### config.mk
export PLATFORM = sky130hd
export DESIGN_NAME = ready_queue_with_sleep_timers
export DESIGN_NICKNAME = d
export VERILOG_FILES = /design/src/sv/rqst_pkg.sv /design/src/sv/rqst_ram.sv /design/src/sv/rqst_dp.sv /design/src/sv/rqst_ctrl.sv /design/src/sv/ready_queue_with_sleep_timers.sv
export SDC_FILE = /design/constraint.sdc
export NUM_CORES = 1
export LEC_CHECK = 0
export BUFFER_PORTS_ARGS = -buffer_cell sky130_fd_sc_hd__buf_2
export CAP_MARGIN = 20
export CORE_MARGIN = 2
export CORE_UTILIZATION = 48
export DETAILED_ROUTE_END_ITERATION = 16
export PLACE_DENSITY_LB_ADDON = 0.2
export SYNTH_ARGS = -nofsm -noshare
export SYNTH_HDL_FRONTEND = slang
export SYNTH_SLANG_ARGS = --single-unit
### constraint.sdc
create_clock -name clk -period 6.4 [get_ports clk]
set_clock_uncertainty 0.2 [all_clocks]
set_input_delay 0.96 -clock clk [delete_from_list [all_inputs] [get_ports clk]]
set_output_delay 0.96 -clock clk [all_outputs]
set_load 0.01 [all_outputs]
### src/sv/rqst_pkg.sv
// ----------------------------------------------------------------------------
// rqst_pkg
// Shared types and codes for the ready queue with sleep timers.
// ----------------------------------------------------------------------------
package rqst_pkg;

  // input word
  typedef struct packed {
    logic [2:0]  kind;
    logic [7:0]  thread_id;
    logic [31:0] sleep_ticks;
  } item_t;

  // result word
  typedef struct packed {
    logic [1:0] status;
    logic [7:0] thread_out;
    logic [5:0] ready_level;
    logic [4:0] sleep_level;
    logic [4:0] woken;
  } result_t;

  // item kinds
  localparam logic [2:0] KIND_PUT    = 3'd0;
  localparam logic [2:0] KIND_GET    = 3'd1;
  localparam logic [2:0] KIND_REMOVE = 3'd2;
  localparam logic [2:0] KIND_SLEEP  = 3'd3;
  localparam logic [2:0] KIND_TICK   = 3'd4;

  // result status codes
  localparam logic [1:0] ST_OK       = 2'd0;
  localparam logic [1:0] ST_EMPTY    = 2'd1;
  localparam logic [1:0] ST_OVERFLOW = 2'd2;
  localparam logic [1:0] ST_IGNORED  = 2'd3;

  // controller states
  typedef enum logic [3:0] {
    S_IDLE, S_DISP, S_GET_TAKE, S_RM_REQ, S_RM_CMP, S_SH_REQ, S_SH_WR,
    S_RM_END, S_TK_REQ, S_TK_EVAL, S_TK_END, S_EMIT
  } state_t;

  // datapath operations, one per cycle
  typedef enum logic [3:0] {
    OP_NONE, OP_LOAD, OP_PUT, OP_SET_EMPTY, OP_SET_IGN, OP_GET_REQ, OP_GET_TAKE,
    OP_RM_REQ, OP_RM_CMP, OP_SH_REQ, OP_SH_WR, OP_RM_END, OP_SLEEP,
    OP_TK_REQ, OP_TK_EVAL, OP_TK_END
  } op_t;

  // datapath status seen by the controller
  typedef struct packed {
    logic [2:0] kind;
    logic       id_zero;
    logic       ready_empty;
    logic       sleep_empty;
    logic       rm_hit;
    logic       rm_more;
    logic       sh_more;
    logic       tk_more;
  } dp_stat_t;

endpackage

### src/sv/rqst_ram.sv
// ----------------------------------------------------------------------------
// rqst_ram
// Generic single write, single read RAM with registered read data.
// ----------------------------------------------------------------------------
module rqst_ram #(
  parameter int WIDTH = 8,
  parameter int DEPTH = 32
) (
  input  logic                     clk,
  input  logic                     we,
  input  logic [$clog2(DEPTH)-1:0] waddr,
  input  logic [WIDTH-1:0]         wdata,
  input  logic [$clog2(DEPTH)-1:0] raddr,
  output logic [WIDTH-1:0]         rdata
);

  logic [WIDTH-1:0] mem [DEPTH];
  logic [WIDTH-1:0] rdata_r;

  // write port and registered read
  always_ff @(posedge clk) begin
    if (we) begin
      mem[waddr] <= wdata;
    end
    rdata_r <= mem[raddr];
  end

  assign rdata = rdata_r;

endmodule

### src/sv/rqst_dp.sv
// ----------------------------------------------------------------------------
// rqst_dp
// Datapath: ready queue and sleep list stores, pointers, counters, result.
// ----------------------------------------------------------------------------
module rqst_dp #(
  parameter int READY_DEPTH = 32,
  parameter int SLEEP_DEPTH = 16,
  parameter int ID_BITS     = 8
) (
  input  logic              clk,
  input  logic              rst_n,
  input  rqst_pkg::op_t     op,
  input  rqst_pkg::item_t   in_word,
  output rqst_pkg::dp_stat_t stat,
  output rqst_pkg::result_t out_word
);

  localparam int IDW = (ID_BITS < 8) ? ID_BITS : 8;
  localparam int RIW = $clog2(READY_DEPTH);
  localparam int RCW = $clog2(READY_DEPTH + 1);
  localparam int SIW = $clog2(SLEEP_DEPTH);
  localparam int SCW = $clog2(SLEEP_DEPTH + 1);
  localparam int PSW = RIW + 2;

  // latched item
  logic [2:0]     kind_r;
  logic [IDW-1:0] id_r;
  logic [31:0]    ticks_r;

  // control registers
  logic [RIW-1:0] head_r, head_nxt, tail_r, tail_nxt;
  logic [RCW-1:0] count_r, count_nxt, ri_r, ri_nxt, rj_r, rj_nxt;
  logic [SCW-1:0] scount_r, scount_nxt, si_r, si_nxt, sj_r, sj_nxt;
  logic [SCW-1:0] woken_r, woken_nxt;
  logic [1:0]     status_r, status_nxt;
  logic [IDW-1:0] taken_r, taken_nxt;

  // ram ports
  logic                r_we, s_we;
  logic [RIW-1:0]      r_waddr, r_raddr;
  logic [IDW-1:0]      r_wdata, r_rdata;
  logic [SIW-1:0]      s_waddr, s_raddr;
  logic [IDW+31:0]     s_wdata, s_rdata;

  logic [RIW-1:0] pos_i, pos_j, pos_j1, pos_last, tail_inc, head_inc;
  logic [IDW-1:0] s_id;
  logic [31:0]    s_left;

  // ring position of head plus an offset, one compare and subtract
  function automatic logic [RIW-1:0] ring_pos(input logic [RIW-1:0] base,
                                              input logic [RCW:0] offs);
    logic [PSW-1:0] sum;
    sum = PSW'(base) + PSW'(offs);
    if (sum >= PSW'(READY_DEPTH)) begin
      sum = sum - PSW'(READY_DEPTH);
    end
    return sum[RIW-1:0];
  endfunction

  function automatic logic [RIW-1:0] wrap_next(input logic [RIW-1:0] p);
    return (p == RIW'(READY_DEPTH - 1)) ? '0 : p + 1'b1;
  endfunction

  assign pos_i    = ring_pos(head_r, {1'b0, ri_r});
  assign pos_j    = ring_pos(head_r, {1'b0, rj_r});
  assign pos_j1   = ring_pos(head_r, {1'b0, rj_r} + 1'b1);
  assign pos_last = ring_pos(head_r, {1'b0, count_r} - 1'b1);
  assign tail_inc = wrap_next(tail_r);
  assign head_inc = wrap_next(head_r);
  assign s_id     = s_rdata[IDW+31:32];
  assign s_left   = s_rdata[31:0] - 32'd1;

  // storage
  rqst_ram #(.WIDTH(IDW), .DEPTH(READY_DEPTH)) u_ready_ram (
    .clk(clk), .we(r_we), .waddr(r_waddr), .wdata(r_wdata),
    .raddr(r_raddr), .rdata(r_rdata)
  );

  rqst_ram #(.WIDTH(IDW + 32), .DEPTH(SLEEP_DEPTH)) u_sleep_ram (
    .clk(clk), .we(s_we), .waddr(s_waddr), .wdata(s_wdata),
    .raddr(s_raddr), .rdata(s_rdata)
  );

  // operation decode
  always_comb begin
    head_nxt   = head_r;
    tail_nxt   = tail_r;
    count_nxt  = count_r;
    ri_nxt     = ri_r;
    rj_nxt     = rj_r;
    scount_nxt = scount_r;
    si_nxt     = si_r;
    sj_nxt     = sj_r;
    woken_nxt  = woken_r;
    status_nxt = status_r;
    taken_nxt  = taken_r;
    r_we       = 1'b0;
    r_waddr    = tail_r;
    r_wdata    = id_r;
    r_raddr    = head_r;
    s_we       = 1'b0;
    s_waddr    = sj_r[SIW-1:0];
    s_wdata    = {id_r, ticks_r};
    s_raddr    = si_r[SIW-1:0];
    unique case (op)
      rqst_pkg::OP_LOAD: begin
        ri_nxt     = '0;
        rj_nxt     = '0;
        si_nxt     = '0;
        sj_nxt     = '0;
        woken_nxt  = '0;
        taken_nxt  = '0;
        status_nxt = rqst_pkg::ST_OK;
      end
      rqst_pkg::OP_PUT: begin
        if (count_r >= RCW'(READY_DEPTH)) begin
          status_nxt = rqst_pkg::ST_OVERFLOW;
        end else begin
          r_we      = 1'b1;
          tail_nxt  = tail_inc;
          count_nxt = count_r + 1'b1;
        end
      end
      rqst_pkg::OP_SET_EMPTY: status_nxt = rqst_pkg::ST_EMPTY;
      rqst_pkg::OP_SET_IGN:   status_nxt = rqst_pkg::ST_IGNORED;
      rqst_pkg::OP_GET_REQ:   r_raddr = head_r;
      rqst_pkg::OP_GET_TAKE: begin
        taken_nxt = r_rdata;
        head_nxt  = head_inc;
        count_nxt = count_r - 1'b1;
      end
      rqst_pkg::OP_RM_REQ: r_raddr = pos_i;
      rqst_pkg::OP_RM_CMP: begin
        if (r_rdata == id_r) begin
          rj_nxt = ri_r;
        end else begin
          ri_nxt = ri_r + 1'b1;
          if (!stat.rm_more) begin
            status_nxt = rqst_pkg::ST_EMPTY;
          end
        end
      end
      rqst_pkg::OP_SH_REQ: r_raddr = pos_j1;
      rqst_pkg::OP_SH_WR: begin
        r_we    = 1'b1;
        r_waddr = pos_j;
        r_wdata = r_rdata;
        rj_nxt  = rj_r + 1'b1;
      end
      rqst_pkg::OP_RM_END: begin
        tail_nxt  = pos_last;
        count_nxt = count_r - 1'b1;
      end
      rqst_pkg::OP_SLEEP: begin
        if (id_r == '0 || ticks_r == '0) begin
          status_nxt = rqst_pkg::ST_IGNORED;
        end else if (scount_r >= SCW'(SLEEP_DEPTH)) begin
          status_nxt = rqst_pkg::ST_OVERFLOW;
        end else begin
          s_we       = 1'b1;
          s_waddr    = scount_r[SIW-1:0];
          scount_nxt = scount_r + 1'b1;
        end
      end
      rqst_pkg::OP_TK_REQ: s_raddr = si_r[SIW-1:0];
      rqst_pkg::OP_TK_EVAL: begin
        si_nxt = si_r + 1'b1;
        if (s_left == '0) begin
          if (count_r >= RCW'(READY_DEPTH)) begin
            status_nxt = rqst_pkg::ST_OVERFLOW;
          end else begin
            r_we      = 1'b1;
            r_wdata   = s_id;
            tail_nxt  = tail_inc;
            count_nxt = count_r + 1'b1;
            woken_nxt = woken_r + 1'b1;
          end
        end else begin
          s_we    = 1'b1;
          s_wdata = {s_id, s_left};
          sj_nxt  = sj_r + 1'b1;
        end
      end
      rqst_pkg::OP_TK_END: scount_nxt = sj_r;
      default: ;
    endcase
  end

  // control registers
  always_ff @(posedge clk) begin
    if (!rst_n) begin
      head_r   <= '0;
      tail_r   <= '0;
      count_r  <= '0;
      scount_r <= '0;
    end else begin
      head_r   <= head_nxt;
      tail_r   <= tail_nxt;
      count_r  <= count_nxt;
      scount_r <= scount_nxt;
    end
  end

  // working registers
  always_ff @(posedge clk) begin
    if (op == rqst_pkg::OP_LOAD) begin
      kind_r  <= in_word.kind;
      id_r    <= in_word.thread_id[IDW-1:0];
      ticks_r <= in_word.sleep_ticks;
    end
    ri_r     <= ri_nxt;
    rj_r     <= rj_nxt;
    si_r     <= si_nxt;
    sj_r     <= sj_nxt;
    woken_r  <= woken_nxt;
    status_r <= status_nxt;
    taken_r  <= taken_nxt;
  end

  // status to controller
  always_comb begin
    stat.kind        = kind_r;
    stat.id_zero     = (id_r == '0);
    stat.ready_empty = (count_r == '0);
    stat.sleep_empty = (scount_r == '0);
    stat.rm_hit      = (r_rdata == id_r);
    stat.rm_more     = ({1'b0, ri_r} + 1'b1) < {1'b0, count_r};
    stat.sh_more     = ({1'b0, rj_r} + 2'd2) < {1'b0, count_r};
    stat.tk_more     = ({1'b0, si_r} + 1'b1) < {1'b0, scount_r};
  end

  // result word
  always_comb begin
    out_word.status      = status_r;
    out_word.thread_out  = 8'(taken_r);
    out_word.ready_level = 6'(count_r);
    out_word.sleep_level = 5'(scount_r);
    out_word.woken       = 5'(woken_r);
  end

endmodule

### src/sv/rqst_ctrl.sv
// ----------------------------------------------------------------------------
// rqst_ctrl
// Controller: sequences each item through datapath operations.
// ----------------------------------------------------------------------------
module rqst_ctrl (
  input  logic               clk,
  input  logic               rst_n,
  input  logic               start,
  input  rqst_pkg::dp_stat_t stat,
  output rqst_pkg::op_t      op,
  output logic               busy,
  output logic               out_valid
);

  rqst_pkg::state_t state_r, state_nxt;

  // state register
  always_ff @(posedge clk) begin
    if (!rst_n) begin
      state_r <= rqst_pkg::S_IDLE;
    end else begin
      state_r <= state_nxt;
    end
  end

  // next state and operation
  always_comb begin
    state_nxt = state_r;
    op        = rqst_pkg::OP_NONE;
    busy      = (state_r != rqst_pkg::S_IDLE);
    out_valid = (state_r == rqst_pkg::S_EMIT);
    unique case (state_r)
      rqst_pkg::S_IDLE: begin
        if (start) begin
          op        = rqst_pkg::OP_LOAD;
          state_nxt = rqst_pkg::S_DISP;
        end
      end
      rqst_pkg::S_DISP: begin
        state_nxt = rqst_pkg::S_EMIT;
        case (stat.kind)
          rqst_pkg::KIND_PUT: op = rqst_pkg::OP_PUT;
          rqst_pkg::KIND_GET: begin
            if (stat.ready_empty) begin
              op = rqst_pkg::OP_SET_EMPTY;
            end else begin
              op        = rqst_pkg::OP_GET_REQ;
              state_nxt = rqst_pkg::S_GET_TAKE;
            end
          end
          rqst_pkg::KIND_REMOVE: begin
            if (stat.id_zero) begin
              op = rqst_pkg::OP_SET_IGN;
            end else if (stat.ready_empty) begin
              op = rqst_pkg::OP_SET_EMPTY;
            end else begin
              state_nxt = rqst_pkg::S_RM_REQ;
            end
          end
          rqst_pkg::KIND_SLEEP: op = rqst_pkg::OP_SLEEP;
          rqst_pkg::KIND_TICK: begin
            if (!stat.sleep_empty) begin
              state_nxt = rqst_pkg::S_TK_REQ;
            end
          end
          default: op = rqst_pkg::OP_SET_IGN;
        endcase
      end
      rqst_pkg::S_GET_TAKE: begin
        op        = rqst_pkg::OP_GET_TAKE;
        state_nxt = rqst_pkg::S_EMIT;
      end
      rqst_pkg::S_RM_REQ: begin
        op        = rqst_pkg::OP_RM_REQ;
        state_nxt = rqst_pkg::S_RM_CMP;
      end
      rqst_pkg::S_RM_CMP: begin
        op = rqst_pkg::OP_RM_CMP;
        if (stat.rm_hit) begin
          state_nxt = stat.rm_more ? rqst_pkg::S_SH_REQ : rqst_pkg::S_RM_END;
        end else begin
          state_nxt = stat.rm_more ? rqst_pkg::S_RM_REQ : rqst_pkg::S_EMIT;
        end
      end
      rqst_pkg::S_SH_REQ: begin
        op        = rqst_pkg::OP_SH_REQ;
        state_nxt = rqst_pkg::S_SH_WR;
      end
      rqst_pkg::S_SH_WR: begin
        op        = rqst_pkg::OP_SH_WR;
        state_nxt = stat.sh_more ? rqst_pkg::S_SH_REQ : rqst_pkg::S_RM_END;
      end
      rqst_pkg::S_RM_END: begin
        op        = rqst_pkg::OP_RM_END;
        state_nxt = rqst_pkg::S_EMIT;
      end
      rqst_pkg::S_TK_REQ: begin
        op        = rqst_pkg::OP_TK_REQ;
        state_nxt = rqst_pkg::S_TK_EVAL;
      end
      rqst_pkg::S_TK_EVAL: begin
        op        = rqst_pkg::OP_TK_EVAL;
        state_nxt = stat.tk_more ? rqst_pkg::S_TK_REQ : rqst_pkg::S_TK_END;
      end
      rqst_pkg::S_TK_END: begin
        op        = rqst_pkg::OP_TK_END;
        state_nxt = rqst_pkg::S_EMIT;
      end
      rqst_pkg::S_EMIT: state_nxt = rqst_pkg::S_IDLE;
      default: state_nxt = rqst_pkg::S_IDLE;
    endcase
  end

endmodule

### src/sv/ready_queue_with_sleep_timers.sv
// One word at a time, paced by the walks over the ready and sleep RAMs: put,
// sleep and ignored words at dispatch; get reads the head, then takes it;
// remove compares entries in turn, shifts later ones down, trims the tail;
// tick walks the sleepers. The next word is taken in the cycle after each
// result strobe, which the receiver cannot hold off. Synchronous active-low
// reset clears the pointers, counts and controller; RAM contents are kept.
// ----------------------------------------------------------------------------
// ready_queue_with_sleep_timers
// Thread scheduler: FIFO ready queue plus an ordered list of sleepers.
// ----------------------------------------------------------------------------
module ready_queue_with_sleep_timers #(
  parameter int READY_DEPTH = 32,
  parameter int SLEEP_DEPTH = 16,
  parameter int ID_BITS     = 8
) (
  input  logic              clk,
  input  logic              rst_n,
  input  logic              start,
  output logic              busy,
  input  rqst_pkg::item_t   in_word,
  output logic              out_valid,
  output rqst_pkg::result_t out_word
);

  rqst_pkg::op_t      op;
  rqst_pkg::dp_stat_t stat;

  // sequencing
  rqst_ctrl u_ctrl (
    .clk(clk), .rst_n(rst_n), .start(start), .stat(stat),
    .op(op), .busy(busy), .out_valid(out_valid)
  );

  // stores and arithmetic
  rqst_dp #(
    .READY_DEPTH(READY_DEPTH), .SLEEP_DEPTH(SLEEP_DEPTH), .ID_BITS(ID_BITS)
  ) u_dp (
    .clk(clk), .rst_n(rst_n), .op(op), .in_word(in_word),
    .stat(stat), .out_word(out_word)
  );

endmodule

---- Word-level counts from Yosys, hierarchy flattened ----
Memory sizes are Yosys's and may differ from the RTL's. A register that Yosys moved wholly into a read port is not among the register bits.
Cells that the tools add are included.
cells by class
  $add $sub $neg .......................... 24
  magnitude comparators ................... 9
  equality and inequality tests ........... 41
  muxes and demuxes ....................... 72
  reductions and logical operators ........ 27
operator list
  kind                                                 number
  two-way mux 40 bit                                   2
  two-way mux 5 bit                                    14
  logical NOT 32 bit                                   2
  one-hot mux 5 bit (2 select lines)                   5
  == test 4 bit, second input constant                 11
  one-hot mux 4 bit (11 select lines)                  1
  two-way mux 4 bit                                    10
  one-hot mux 4 bit (9 select lines)                   1
  one-hot mux 6 bit (3 select lines)                   2
  one-hot mux 8 bit (2 select lines)                   2
  subtractor 32 x 1 -> 32 bit, second input constant   1
  adder 5 x 1 -> 5 bit, second input constant          6
  == test 4 x 3 -> 1 bit, second input constant        7
  >= comparator 7 x 6 -> 1 bit, second input constant  4
  two-way mux 6 bit                                    4
  two-way mux 2 bit                                    11
  one-hot mux 4 bit (5 select lines)                   1
  subtractor 5 x 1 -> 5 bit, second input constant     4
  adder 6 x 1 -> 6 bit, second input constant          3
  == test 4 x 2 -> 1 bit, second input constant        4
  two-way mux 8 bit                                    2
  != test 2 bit, second input constant                 8
  one-hot mux 5 bit (3 select lines)                   1
  adder 5 x 6 -> 7 bit                                 2
  40 further kinds                                     65
storage, ports and cells
  register bits after elaboration ......... 105
  memory bits (writable) .................. 896
  bits of input ports ..................... 46
  output and inout port bits .............. 28
  memories ................................ 2
memory list
  name                  words  width  rd ports  clocked after Yosys merged registers in  write ports  RTL line        RTL
  u_dp.u_sleep_ram.mem  16     40     1         1                                        1            rqst_ram.sv:17  logic [WIDTH-1:0] mem [DEPTH];
  u_dp.u_ready_ram.mem  32     8      1         1                                        1            rqst_ram.sv:17

---- Longest topological paths before layout ----
Gate-level depths: netlist (run 1).
  depth after elaboration ................. 9
  mapped depth ............................ 15
  gate-level depth less buffers ........... 12

---- Hierarchy ----
A second synthesis (run 1) with hierarchy kept.
unflattened totals
  cells, all modules ...................... 2304
  area, all modules ....................... 42921.2 um2
by module, submodules not included
  module                       instances  cells each  area each (um2)  sequential area each (um2)
  rqst_ram (u_dp.u_sleep_ram)  1          1040        25131.6          20019.2
  rqst_ram (u_dp.u_ready_ram)  1          417         10053.4          7847.5
  rqst_dp                      1          778         7241.9           2822.7
  rqst_ctrl                    1          69          494.2            80.1

---- Least setup slack after synthesis (run 1) ----
OpenSTA, ideal clock, no wires.
  kind .................................... reg2reg
  from .................................... register u_dp.u_sleep_ram.rdata_r[0] (netlist: u_dp.u_sleep_ram.rdata[0]), read port of u_dp.u_sleep_ram.mem
  to ...................................... memory u_dp.u_sleep_ram.mem[13][0] in the netlist's numbering (enable)
  setup time .............................. 0.438 ns
  arrival time ............................ 4.850 ns
  setup slack ............................. 0.912 ns
  stages on the path, launching flop included .. 15
  buffers on the path ..................... 3
  cell sequence ........................... dfxtp_1 -> inv_1 -> ha_1 -> clkbuf_1 -> or4b_1 -> clkbuf_1 -> nor4_1 -> a2111oi_0 -> o221a_2 -> nand4_1 -> nor3_1 -> nor2_1 -> clkbuf_1 -> a32oi_1 -> nor2_1
between the ends
  longest elaborated chain between the ends .. 6
ends and longest elaborated chain
  item                                     RTL line        RTL
  start, declared                          rqst_ram.sv:18  logic [WIDTH-1:0] rdata_r;
  subtractor 32 x 1 -> 32 bit              rqst_dp.sv:71   assign s_left = s_rdata[31:0] - 32'd1;
  logical NOT 32 bit                       rqst_dp.sv:168  if (s_left == '0) begin
  two-way mux 1 bit                        rqst_dp.sv:168
  one-hot mux 1 bit (2 select lines)       rqst_dp.sv:105  unique case (op)
  two-way mux 1 bit                        rqst_ram.sv:22  if (we) begin
  two-way mux 1 bit (not written as such)  rqst_ram.sv:23  mem[waddr] <= wdata;
  end, declared                            rqst_ram.sv:17
Every way passes these cells.

---- Final worst setup path (run 1) ----
  from .................................... register u_dp.u_sleep_ram.rdata_r[0] (netlist: u_dp.u_sleep_ram.rdata[0]), read port of u_dp.u_sleep_ram.mem
  to ...................................... memory u_dp.u_ready_ram.mem[144][7] (netlist: u_dp.u_ready_ram.mem[18][7]) (enable)
between the ends
  longest elaborated chain between the ends .. 6
ends and longest elaborated chain
  item                                     RTL line
  subtractor 32 x 1 -> 32 bit              rqst_dp.sv:71
  logical NOT 32 bit                       rqst_dp.sv:168
  two-way mux 1 bit                        rqst_dp.sv:168
  one-hot mux 1 bit (3 select lines)       rqst_dp.sv:105
  two-way mux 1 bit                        rqst_ram.sv:22
  two-way mux 1 bit (not written as such)  rqst_ram.sv:23
  end, declared                            rqst_ram.sv:17
Every way passes these cells.

==> results of run 1 <==
==> synthesized netlist by cell type (9+ instances only) <==
| master | instances | area share (%) |
|---|---|---|
| edfxtp_1 | 976 | 68 |
| mux4_2 | 200 | 10 |
| nand2_1 | 195 | 1.7 |
| clkbuf_1 | 127 | 1.1 |
| a211oi_1 | 123 | 2.1 |
| nor2_1 | 106 | 0.92 |
| a21oi_1 | 93 | 1.1 |
| dfxtp_1 | 73 | 3.4 |
| and2_1 | 59 | 0.86 |
| a31oi_1 | 48 | 0.70 |
| ha_1 | 48 | 1.4 |
| xnor2_1 | 45 | 0.91 |
| inv_1 | 42 | 0.37 |
| a311oi_1 | 34 | 0.69 |
| xor2_1 | 31 | 0.63 |
| nand3_1 | 29 | 0.34 |
| o21ai_0 | 29 | 0.34 |
| a21o_1 | 28 | 0.49 |
| nor4_1 | 27 | 0.39 |
| nor3_1 | 25 | 0.29 |
| buf_1 | 18 | 0.16 |
| and2_0 | 15 | 0.22 |
| and3_1 | 14 | 0.20 |
| nor2b_1 | 12 | 0.17 |
| or4_1 | 12 | 0.21 |
| mux2_2 | 10 | 0.26 |
| nand4_1 | 10 | 0.14 |
| o31ai_1 | 10 | 0.17 |
| a22o_1 | 9 | 0.18 |
==> state kept, by name, indices dropped and copies added, names as in the netlist <==
signal	flops
u_ctrl.state_r	4
u_dp.count_r	6
u_dp.head_r	5
u_dp.id_r	8
u_dp.kind_r	3
u_dp.ri_r	6
u_dp.rj_r	6
u_dp.scount_r	5
u_dp.si_r	5
u_dp.sj_r	5
u_dp.status_r	2
u_dp.tail_r	5
u_dp.taken_r	8
u_dp.ticks_r	32
u_dp.u_ready_ram.mem	256
u_dp.u_ready_ram.rdata	8
u_dp.u_sleep_ram.mem	640
u_dp.u_sleep_ram.rdata	40
u_dp.woken_r	5
==> stage by stage <==
step / utilization, % / setup slack (ns) / std cells / cell area [sq um] / hold slack (ns)
after floorplan: - / 0.912 / 2559 / 43200 / 0.252
after global placement: 51.2 / 0.792 / 3743 / 45500 / 0.273
after detailed placement: 51.2 / 0.616 / 3743 / 45500 / 0.285
after CTS: 55.1 / 0.627 / 3942 / 48900 / 0.205
after global routing: 55.2 / 0.210 / 3957 / 49000 / 0.228
final: 55.2 / 0.600 / 3958 / 49000 / 0.248
==> per-layer routing <==
layer | share of wire [%] | global-route usage, % | up-vias
li1 | - | - | 10546
met1 | 42 | 31.5 | 12442
met2 | 49 | 38.0 | 926
met3 | 5.9 | 2.92 | 193
met4 | 2.7 | 6.79 | 0
met5 | 0 | 0 | -
==> cells by family (layout without fill, tap and decap cells) <==
kind of cell    after synthesis  in the layout  share of synthesized area (%)
simple gates                553            553                           6.30
fa+ha+maj                    53             53                           1.62
xor+xnor                     76             76                           1.54
other cells                   0              1                              0
flops                      1049           1049                           71.3
buf+inv                     192            425                           1.70
compound gates              420            420                           6.72
mux                         216            216                           10.8
==> worst max-delay path, delay by kind of cell (launching register included) <==
kind,cells,cell delay (ns)
buffers and inverters,1,0.09
adder cells (fa/ha/maj),1,0.35
flip-flops,1,0.34
AO/OA/AOI/OAI,3,1.65
AND/OR/NAND/NOR,6,2.78
==> layout make-up <==
cell class | count | area, sq um | area share, %
Clock inverter | 57 | 523 | 1.07
Clock buffer | 142 | 2880 | 5.87
Tap cell | 1165 | 1460 | 2.98
Antenna cell | 1 | 2.50 | 0.00511
Multi-Input combinational cell | 1318 | 11900 | 24.3
Inverter | 42 | 158 | 0.322
Sequential cell | 1049 | 30800 | 62.8
Timing Repair Buffer | 184 | 1320 | 2.69
==> power by group <==
group | total, uW | internal (uW) | switching [uW]
clock network | 6000 | 3390 | 2620
logic | 4630 | 1790 | 2850
registers | 8980 | 8480 | 504
total | 19600 | 13700 | 5960
==> path summary, 6_finish.rpt <==
| kind | cells after the start | slack, ns | to | start |
|---|---|---|---|---|
| worst max-delay path | 11 | 0.60 | u_dp.u_ready_ram.mem[18][7]$_DFFE_PP_ | u_dp.u_sleep_ram.rdata[0]$_DFF_P_ |
| worst min-delay path | 1 | 0.25 | u_dp.ticks_r[7]$_DFFE_PP_ | in_word[7] |
| worst max register to register | 11 | 0.60 | u_dp.u_ready_ram.mem[18][7]$_DFFE_PP_ | u_dp.u_sleep_ram.rdata[0]$_DFF_P_ |
| worst min register to register | 2 | 0.30 | u_dp.tail_r[4]$_SDFFE_PN0P_ | u_dp.tail_r[4]$_SDFFE_PN0P_ |
==> results.json, run 1 <==
{
  "status": "completed",
  "final-hold-violation-count": 0,
  "row_count": 109,
  "synth_edf_count": 976,
  "slowest_stage": "a211oi_1",
  "fp.dieH_um": 304,
  "die_area_sq_um": 92300,
  "slew_headroom_pct": 18.1,
  "ys_warn_count": 0,
  "via_per_inst": 6.09,
  "wl_mm": 105,
  "post_cts_buffers": 0,
  "drc": 0,
  "ctsHoldBuffers": 0,
  "critPathMaxStageDelay_ns": 1.03,
  "syn_area_sq_um": 43200,
  "final_cell_mix": "edfxtp_1, mux4_2, nand2_1",
  "cts_buffer_depth": 3,
  "path_clk_slew_ns": 0.06,
  "postSynth.asyncResetShare_pct": 0,
  "fillers": 6871,
  "grt_pass1_wl_mm": 157,
  "post_drt_wl_per_cell_um": 26.6,
  "post-route-min-period_ns": 5.80,
  "dr.pass1.iters": 5,
  "grtUsageTotal_pct": 22.8,
  "core_area_sq_um": 88800,
  "drive_gt1_share_pct": 21.4,
  "grt_pass1_vias": 24401,
  "cp_max_fo": 16,
  "finalMaxSlewViolations": 0,
  "nets": 2800,
  "end_kind": "flop",
  "power.static_leakage_uw": 0.0159,
  "final_common_cell": "edfxtp_1",
  "start_util_pct": 48.6,
  "clock_latency_ns": 0.69,
  "clock_sinks": 1049,
  "place_congestion": 0.887,
  "synth-seq-cells": 1049,
  "via_count": 24107,
  "tightestPinTransition_ns": 1.23,
  "timing.final.crit_share_pct": 90.6,
  "grt_overflow": 0,
  "postCtsResizedCells": 0,
  "first_iter_violations": 2410,
  "syn2layout_area_growth_pct": 13.5,
  "max_freq_ghz": 0.172,
  "ys.flop_type": "edfxtp_1",
  "synthCells": 2559,
  "max-vdd-ir-drop_mv": 0.245,
  "totalPowerFinal_uw": 19600,
  "portBuffers": 73,
  "ios": 74,
  "cts.htree.levels": 3,
  "path_cells": "inv_1, ha_1, or4b_1, nor4_1, a21boi_0, nor3_1, nor2_1, or4_1, nor3_2, o21ai_2, a211oi_1",
  "hp-class": "input port to flop",
  "die_w_um": 304,
  "rsz0062_at_grt": "false",
  "cts_tree": "built",
  "drtAntennaViolNets": 0,
  "yosysSeqAreaShare_pct": 71.3,
  "cap_violations": 0,
  "powerDensity_nw_per_um2": 400,
  "grt_start_max_net_pins": 163,
  "place_hpwl_mm": 65.6,
  "numCtsBuffers": 106,
  "setup_viol": 0,
  "crit_required_ns": 6.48,
  "yosysUniqueCellTypes": 74,
  "synth.avg_cell_area_sq_um": 16.9,
  "cts-root-buf": "clkbuf_16",
  "tns_ns": 0,
  "arrival_ns": 5.88,
  "synth_nets": 2658,
  "worstSetupPathType": "flop to flop",
  "startpoint_type": "flop",
  "antenna_found_initial": 1
}
(Power assumes the default switching activity.)
==> inputs of run 2 (changes only) <==
- HOLD_SLACK_MARGIN: unset -> 0.15
- SYNTH_HIERARCHICAL: unset -> 1
==> results.json, run 2 <==
{
  "status": "completed",
  "cts_buffer_depth": 3,
  "row_count": 109,
  "power_frac_seq_pct": 43.8,
  "netlist.area_leader.share_pct": 68.3,
  "max_freq_ghz": 0.172,
  "postSynth.asyncResetShare_pct": 0,
  "max-vdd-ir-drop_mv": 0.317,
  "crit_required_ns": 6.54,
  "r2r_end": "u_dp/u_sleep_ram/mem[3][7]$_DFFE_PP_",
  "syn2layout_area_growth_pct": 13.0,
  "finish.utilization_pct": 54.8,
  "start_util_pct": 48.5,
  "grt_pass1_vias": 22516,
  "yosys.area.top_type": "edfxtp_1",
  "synth.most_common_cell": "edfxtp_1",
  "wl_met1_mm": 41.8,
  "yosysSeqAreaShare_pct": 71.7,
  "synth_nets": 2403,
  "finalMaxSlewViolations": 0,
  "cts.htree.levels": 3,
  "grtUsageTotal_pct": 21.6,
  "place_hpwl_mm": 56.7,
  "reg2reg_from": "u_dp/count_r[5]$_SDFFE_PN0P_",
  "wl_mm": 98.0,
  "cts_tree": "built",
  "largest_register": "u_dp/u_sleep_ram/mem",
  "yosys-top-cells-count": "edfxtp_1, mux4_2, nand2_1",
  "largest_reg_flops": 640,
  "yosysUniqueCellTypes": 72,
  "fp.dieH_um": 303,
  "setup_viol": 0,
  "internal-power_uw": 15000,
  "synth_edf_count": 976,
  "synthTopCellsByArea": "edfxtp_1, mux4_2, mux4_1",
  "die_area_sq_um": 91800,
  "nets": 2571,
  "reg2reg_slack_ns": 0.59,
  "num_antenna_cells": 0,
  "dr.pass1.iters": 5,
  "synth-seq-cells": 1049,
  "drc": 0,
  "final_common_cell": "edfxtp_1",
  "timing.final.crit_share_pct": 90.7,
  "final_cell_mix": "edfxtp_1, mux4_2, nand2_1",
  "ys.flop_type": "edfxtp_1",
  "pwr-share-clk_pct": 27.3,
  "tns_ns": 0,
  "startpoint_type": "flop",
  "core_area_sq_um": 88500,
  "wl_met3_mm": 5.13,
  "cap_violations": 0,
  "clock_sinks": 1049,
  "whs_endpoint": "u_dp/ticks_r[9]$_DFFE_PP_",
  "cp_max_fo": 16,
  "ctsHoldBuffers": 0,
  "end_kind": "flop",
  "synthCells": 2304,
  "drive_gt1_share_pct": 22.5,
  "swShare_pct": 31.8,
  "ios": 74,
  "powerDensity_nw_per_um2": 454,
  "arrival_ns": 5.95,
  "grt_pass1_wl_mm": 146,
  "hp-class": "input port to flop",
  "grt_overflow": 0,
  "synth.avg_cell_area_sq_um": 18.6,
  "portBuffers": 73,
  "tightestPinTransition_ns": 1.20,
  "worstSetupPathType": "flop to flop",
  "place_congestion": 0.905,
  "fillers": 6783,
  "routed-wl-met2_mm": 48.7,
  "ys_warn_count": 6,
  "hp-start": "in_word[9]",
  "path_clk_slew_ns": 0.06,
  "hold_depth": 1,
  "post-place-ws_ns": 0.606,
  "p_switching_uw": 7010,
  "post-route-min-period_ns": 5.81,
  "antenna_found_initial": 2,
  "p_comb_share_pct": 28.9,
  "post_drt_wl_per_cell_um": 26.3,
  "r2r_cells": 13,
  "power.static_leakage_uw": 0.0159,
  "die_w_um": 303,
  "rsz0062_at_grt": "false",
  "first_iter_violations": 2172,
  "timing.final.ws_setup_ns": 0.594,
  "post_cts_buffers": 0,
  "syn_area_sq_um": 42900,
  "maxUsedRoutingLayer": "met4",
  "grt_start_max_net_pins": 163,
  "cts-root-buf": "clkbuf_16",
  "final-hold-violation-count": 0,
  "drtAntennaViolNets": 0,
  "post_dp_cell_area_sq_um": 45100,
  "via_count": 22197,
  "finalInstanceArea_sq_um": 48500,
  "slew_headroom_pct": 19.4,
  "clock_latency_ns": 0.68,
  "via_per_inst": 5.96,
  "numCtsBuffers": 103
}
run 2: changes by cell type after synthesis, sizes merged, moves of 10 or more:
cell    previous run  this run
o21ai             30        70
a21oi             93        44
a22oi              0        82
a21o              28        18
a311oi            34         6
and2              74        11
buf               23        46
a31oi             48         5
a211oi           123         7
clkbuf           127        63
mux4             200       240
nand2            195       132
run 2: routing by layer:
| metal | vias to the layer above | GRT usage, % |
|---|---|---|
| met1 | 11605 | 30.6 |
| li1 | 9721 | - |
| met5 | - | 0 |
| met4 | 0 | 6.15 |
| met2 | 717 | 35.7 |
| met3 | 154 | 2.51 |
run 2: worst max-delay path, stage by stage (launching register included):
cell	delay (ns)
dfxtp_1	0.60
inv_1	0.20
nand4_1	0.15
nor3_1	0.13
nand2b_1	0.12
a21oi_1	0.07
or3_1	0.37
a221oi_2	0.64
nand2_1	0.25
or2_2	0.44
o21ai_1	0.80
nand2_1	0.46
nor2_4	0.65
buf_4	0.37
run 2: how the worst max path moves through the flow:
stage                                            start                                     to  slack [ns]  depth (start not counted)
after floorplan           u_dp/count_r[5]$_SDFFE_PN0P_  u_dp/u_sleep_ram/mem[15][0]$_DFFE_PP_        0.66                         16
after global placement          u_dp/id_r[4]$_DFFE_PP_   u_dp/u_sleep_ram/mem[3][3]$_DFFE_PP_        0.81                         12
after detailed placement  u_dp/count_r[5]$_SDFFE_PN0P_           u_dp/count_r[5]$_SDFFE_PN0P_        0.61                         20
after CTS                 u_dp/count_r[5]$_SDFFE_PN0P_   u_dp/u_sleep_ram/mem[3][9]$_DFFE_PP_        0.61                         13
after global routing      u_dp/count_r[5]$_SDFFE_PN0P_   u_dp/u_sleep_ram/mem[3][1]$_DFFE_PP_        0.09                         13
final                     u_dp/count_r[5]$_SDFFE_PN0P_   u_dp/u_sleep_ram/mem[3][7]$_DFFE_PP_        0.59                         13
run 2: per-stage QoR:
stage	power (uW)	instances	hold slack (ns)
3_3_place_gp	16000	3531	0.336
3_5_place_dp	16200	3532	0.359
6_report	22000	3726	0.255
4_1_cts	22200	3726	0.218
5_1_grt	23000	3726	0.230
2_1_floorplan	14100	2304	0.308
run 2: kinds of logic after synthesis:
family	share of synthesized area, %
AOI/OAI and AO/OA	4.34
xor gates and xnor gates	1.47
adders and majority gates	1.63
buffers and inverters	1.95
DFF	71.7
muxes	13.7
and+or+nand+nor	5.18
run 2: final cells by class:
type | count | area, sq um | share of cell area (%)
Clock buffer | 135 | 2800 | 5.77
Clock inverter | 59 | 588 | 1.21
Timing Repair Buffer | 172 | 1220 | 2.52
Inverter | 39 | 146 | 0.302
Multi-Input combinational cell | 1107 | 11500 | 23.7
Sequential cell | 1049 | 30800 | 63.5
Tap cell | 1165 | 1460 | 3.01
run 2: timing repair:
action | in CTS | in global routing
hold endpoints to repair | 0 | 0
gates resized for setup | 0 | 1
endpoints found under the setup margin | 0 | 1
run 2: power by group through the flow:
stage / sequential, uW / combinational (uW) / clock [uW]
2_1_floorplan: 9510 / 4640 / 0
3_3_place_gp: 9760 / 6210 / 0
3_5_place_dp: 9780 / 6370 / 0
4_1_cts: 9640 / 6400 / 6120
5_1_grt: 9710 / 6950 / 6390
6_report: 9650 / 6370 / 6010
==> inputs of run 3 (changes only) <==
- CTS_CLUSTER_SIZE: unset -> 8
- clock period: 6.4 -> 7 ns (I/O delays scaled with it)
==> results.json, run 3 (synthesis gave the netlist of run 2 again) <==
{
  "clock_latency_ns": 0.75,
  "powerDensity_nw_per_um2": 436,
  "whs_endpoint": "u_dp/ticks_r[29]$_DFFE_PP_",
  "max_freq_ghz": 0.167,
  "die_w_um": 303,
  "max-vdd-ir-drop_mv": 0.310,
  "tightestPinTransition_ns": 1.11,
  "ff_latch_area_sq_um": 30800,
  "rsz0062_at_grt": "false",
  "finalMaxSlewViolations": 0,
  "row_count": 109,
  "dr.pass1.iters": 7,
  "cap_violations": 0,
  "final_common_cell": "edfxtp_1",
  "crit_required_ns": 7.16,
  "post_drt_wl_per_cell_um": 26.9,
  "grt_pass1_wl_mm": 151,
  "path_clk_slew_ns": 0.05,
  "post-place-ws_ns": 1.09,
  "antenna_found_initial": 2,
  "setup_viol": 0,
  "numCtsBuffers": 149,
  "wl_mm": 102,
  "drc": 0,
  "cts_tree": "built",
  "hp-start": "in_word[29]",
  "startpoint_type": "flop",
  "ios": 74,
  "multi_input_area_sq_um": 11500,
  "clock_sinks": 1049,
  "grt_start_max_net_pins": 161,
  "status": "completed",
  "cts_buffer_depth": 3,
  "cts.htree.levels": 4,
  "syn2layout_area_growth_pct": 15.3,
  "timing.final.ws_setup_ns": 1.02,
  "tns_ns": 0,
  "arrival_ns": 6.13,
  "fp.dieH_um": 303,
  "ctsHoldBuffers": 0,
  "post-route-min-period_ns": 5.98,
  "power.static_leakage_uw": 0.0163,
  "fillers": 6697,
  "cts-root-buf": "clkbuf_16",
  "r2r_cells": 12,
  "first_iter_violations": 2560,
  "grt_pass1_vias": 22991,
  "start_util_pct": 48.5,
  "hold_depth": 1,
  "postCtsResizedCells": 0,
  "reg2reg_slack_ns": 1.02,
  "final_cell_mix": "edfxtp_1, mux4_2, clkbuf_16",
  "core_area_sq_um": 88500,
  "cp_max_fo": 14,
  "hp-class": "input port to flop",
  "reg2reg_from": "u_dp/count_r[5]$_SDFFE_PN0P_",
  "grt_overflow": 0,
  "via_per_inst": 5.97,
  "die_area_sq_um": 91800,
  "final-hold-violation-count": 0,
  "drtAntennaViolNets": 0,
  "drive_gt1_share_pct": 21.8,
  "slew_headroom_pct": 26.1,
  "nets": 2604,
  "place_congestion": 0.861,
  "largest_register": "u_dp/u_sleep_ram/mem",
  "largest_reg_flops": 640,
  "place_hpwl_mm": 61.8,
  "post_cts_buffers": 0,
  "portBuffers": 73,
  "r2r_end": "u_dp/u_ready_ram/mem[17][6]$_DFFE_PP_",
  "end_kind": "flop",
  "via_count": 22683,
  "worstSetupPathType": "flop to flop",
  "grtUsageTotal_pct": 22.6,
  "timing.final.crit_share_pct": 85.4
}
==> run 3: cell types whose count changed in the layout (fill, tap and decap cells not counted), sizes merged <==
cell	delta
buf	-13
bufinv	-9
clkinv	-39
inv	+8
clkbuf	+124
diode	+4
clkinvlp	-3
==> run 3: how the worst max path moves through the flow <==
stage,from,to,slack (ns),depth (start not counted)
2_1_floorplan,u_dp/count_r[5]$_SDFFE_PN0P_,u_dp/u_sleep_ram/mem[0][0]$_DFFE_PP_,0.18,16
3_3_place_gp,u_dp/count_r[5]$_SDFFE_PN0P_,u_dp/u_sleep_ram/mem[11][36]$_DFFE_PP_,1.35,13
3_5_place_dp,u_dp/count_r[5]$_SDFFE_PN0P_,u_dp/u_sleep_ram/mem[11][38]$_DFFE_PP_,1.09,13
4_1_cts,u_dp/count_r[5]$_SDFFE_PN0P_,u_dp/u_sleep_ram/mem[11][30]$_DFFE_PP_,1.10,13
5_1_grt,u_dp/count_r[5]$_SDFFE_PN0P_,u_dp/u_ready_ram/mem[25][6]$_DFFE_PP_,0.62,12
6_report,u_dp/count_r[5]$_SDFFE_PN0P_,u_dp/u_ready_ram/mem[17][6]$_DFFE_PP_,1.02,12
==> run 3: metrics by stage <==
stage / total power, uW / util [%] / cell area [sq um] / hold WS [ns] / cells
after floorplan: 12900 / - / 42900 / 0.308 / 2304
after global placement: 14800 / 50.7 / 44900 / 0.338 / 3511
after detailed placement: 14900 / 50.8 / 44900 / 0.361 / 3514
after CTS: 21700 / 55.8 / 49400 / 0.239 / 3789
after global routing: 22600 / 55.9 / 49500 / 0.253 / 3794
final: 21600 / 55.9 / 49500 / 0.281 / 3798
==> run 3: power breakdown <==
part	total [uW]	leakage, uW	switching (uW)	internal, uW
combinational	6020	0.00475	3630	2390
clock	6700	0.00210	2670	4040
sequential	8870	0.00941	615	8250
total	21600	0.0163	6910	14700
==> run 3: cell type report <==
cell class,instances,share of cell area [%]
tap,1165,2.95
multi-input combinational,1107,23.2
clock buffer,259,8.37
sequential,1049,62.2
timing repair buffer,159,2.38
antenna,4,0.0202
inverter,39,0.296
clock inverter,16,0.627
==> run 3: worst max-delay path: stages, from the launching register on <==
cell	delay, ns
dfxtp_1	0.43
inv_1	0.23
nand4_1	0.14
nor3_1	0.72
nand2b_1	0.12
a21oi_1	0.16
or3_1	0.13
a221oi_2	0.14
nor2_1	0.66
nand2_1	0.46
o21ai_0	0.95
or3b_2	0.56
nor2_1	0.71
==> run 3: metal layers <==
| layer | track usage (%) | up-vias | wire length, um |
|---|---|---|---|
| met3 | 5.18 | 183 | 7350 |
| li1 | - | 9844 | - |
| met2 | 35.7 | 909 | 49700 |
| met1 | 31.2 | 11741 | 42400 |
| met4 | 7.88 | 6 | 2620 |
| met5 | 0 | - | 42 |
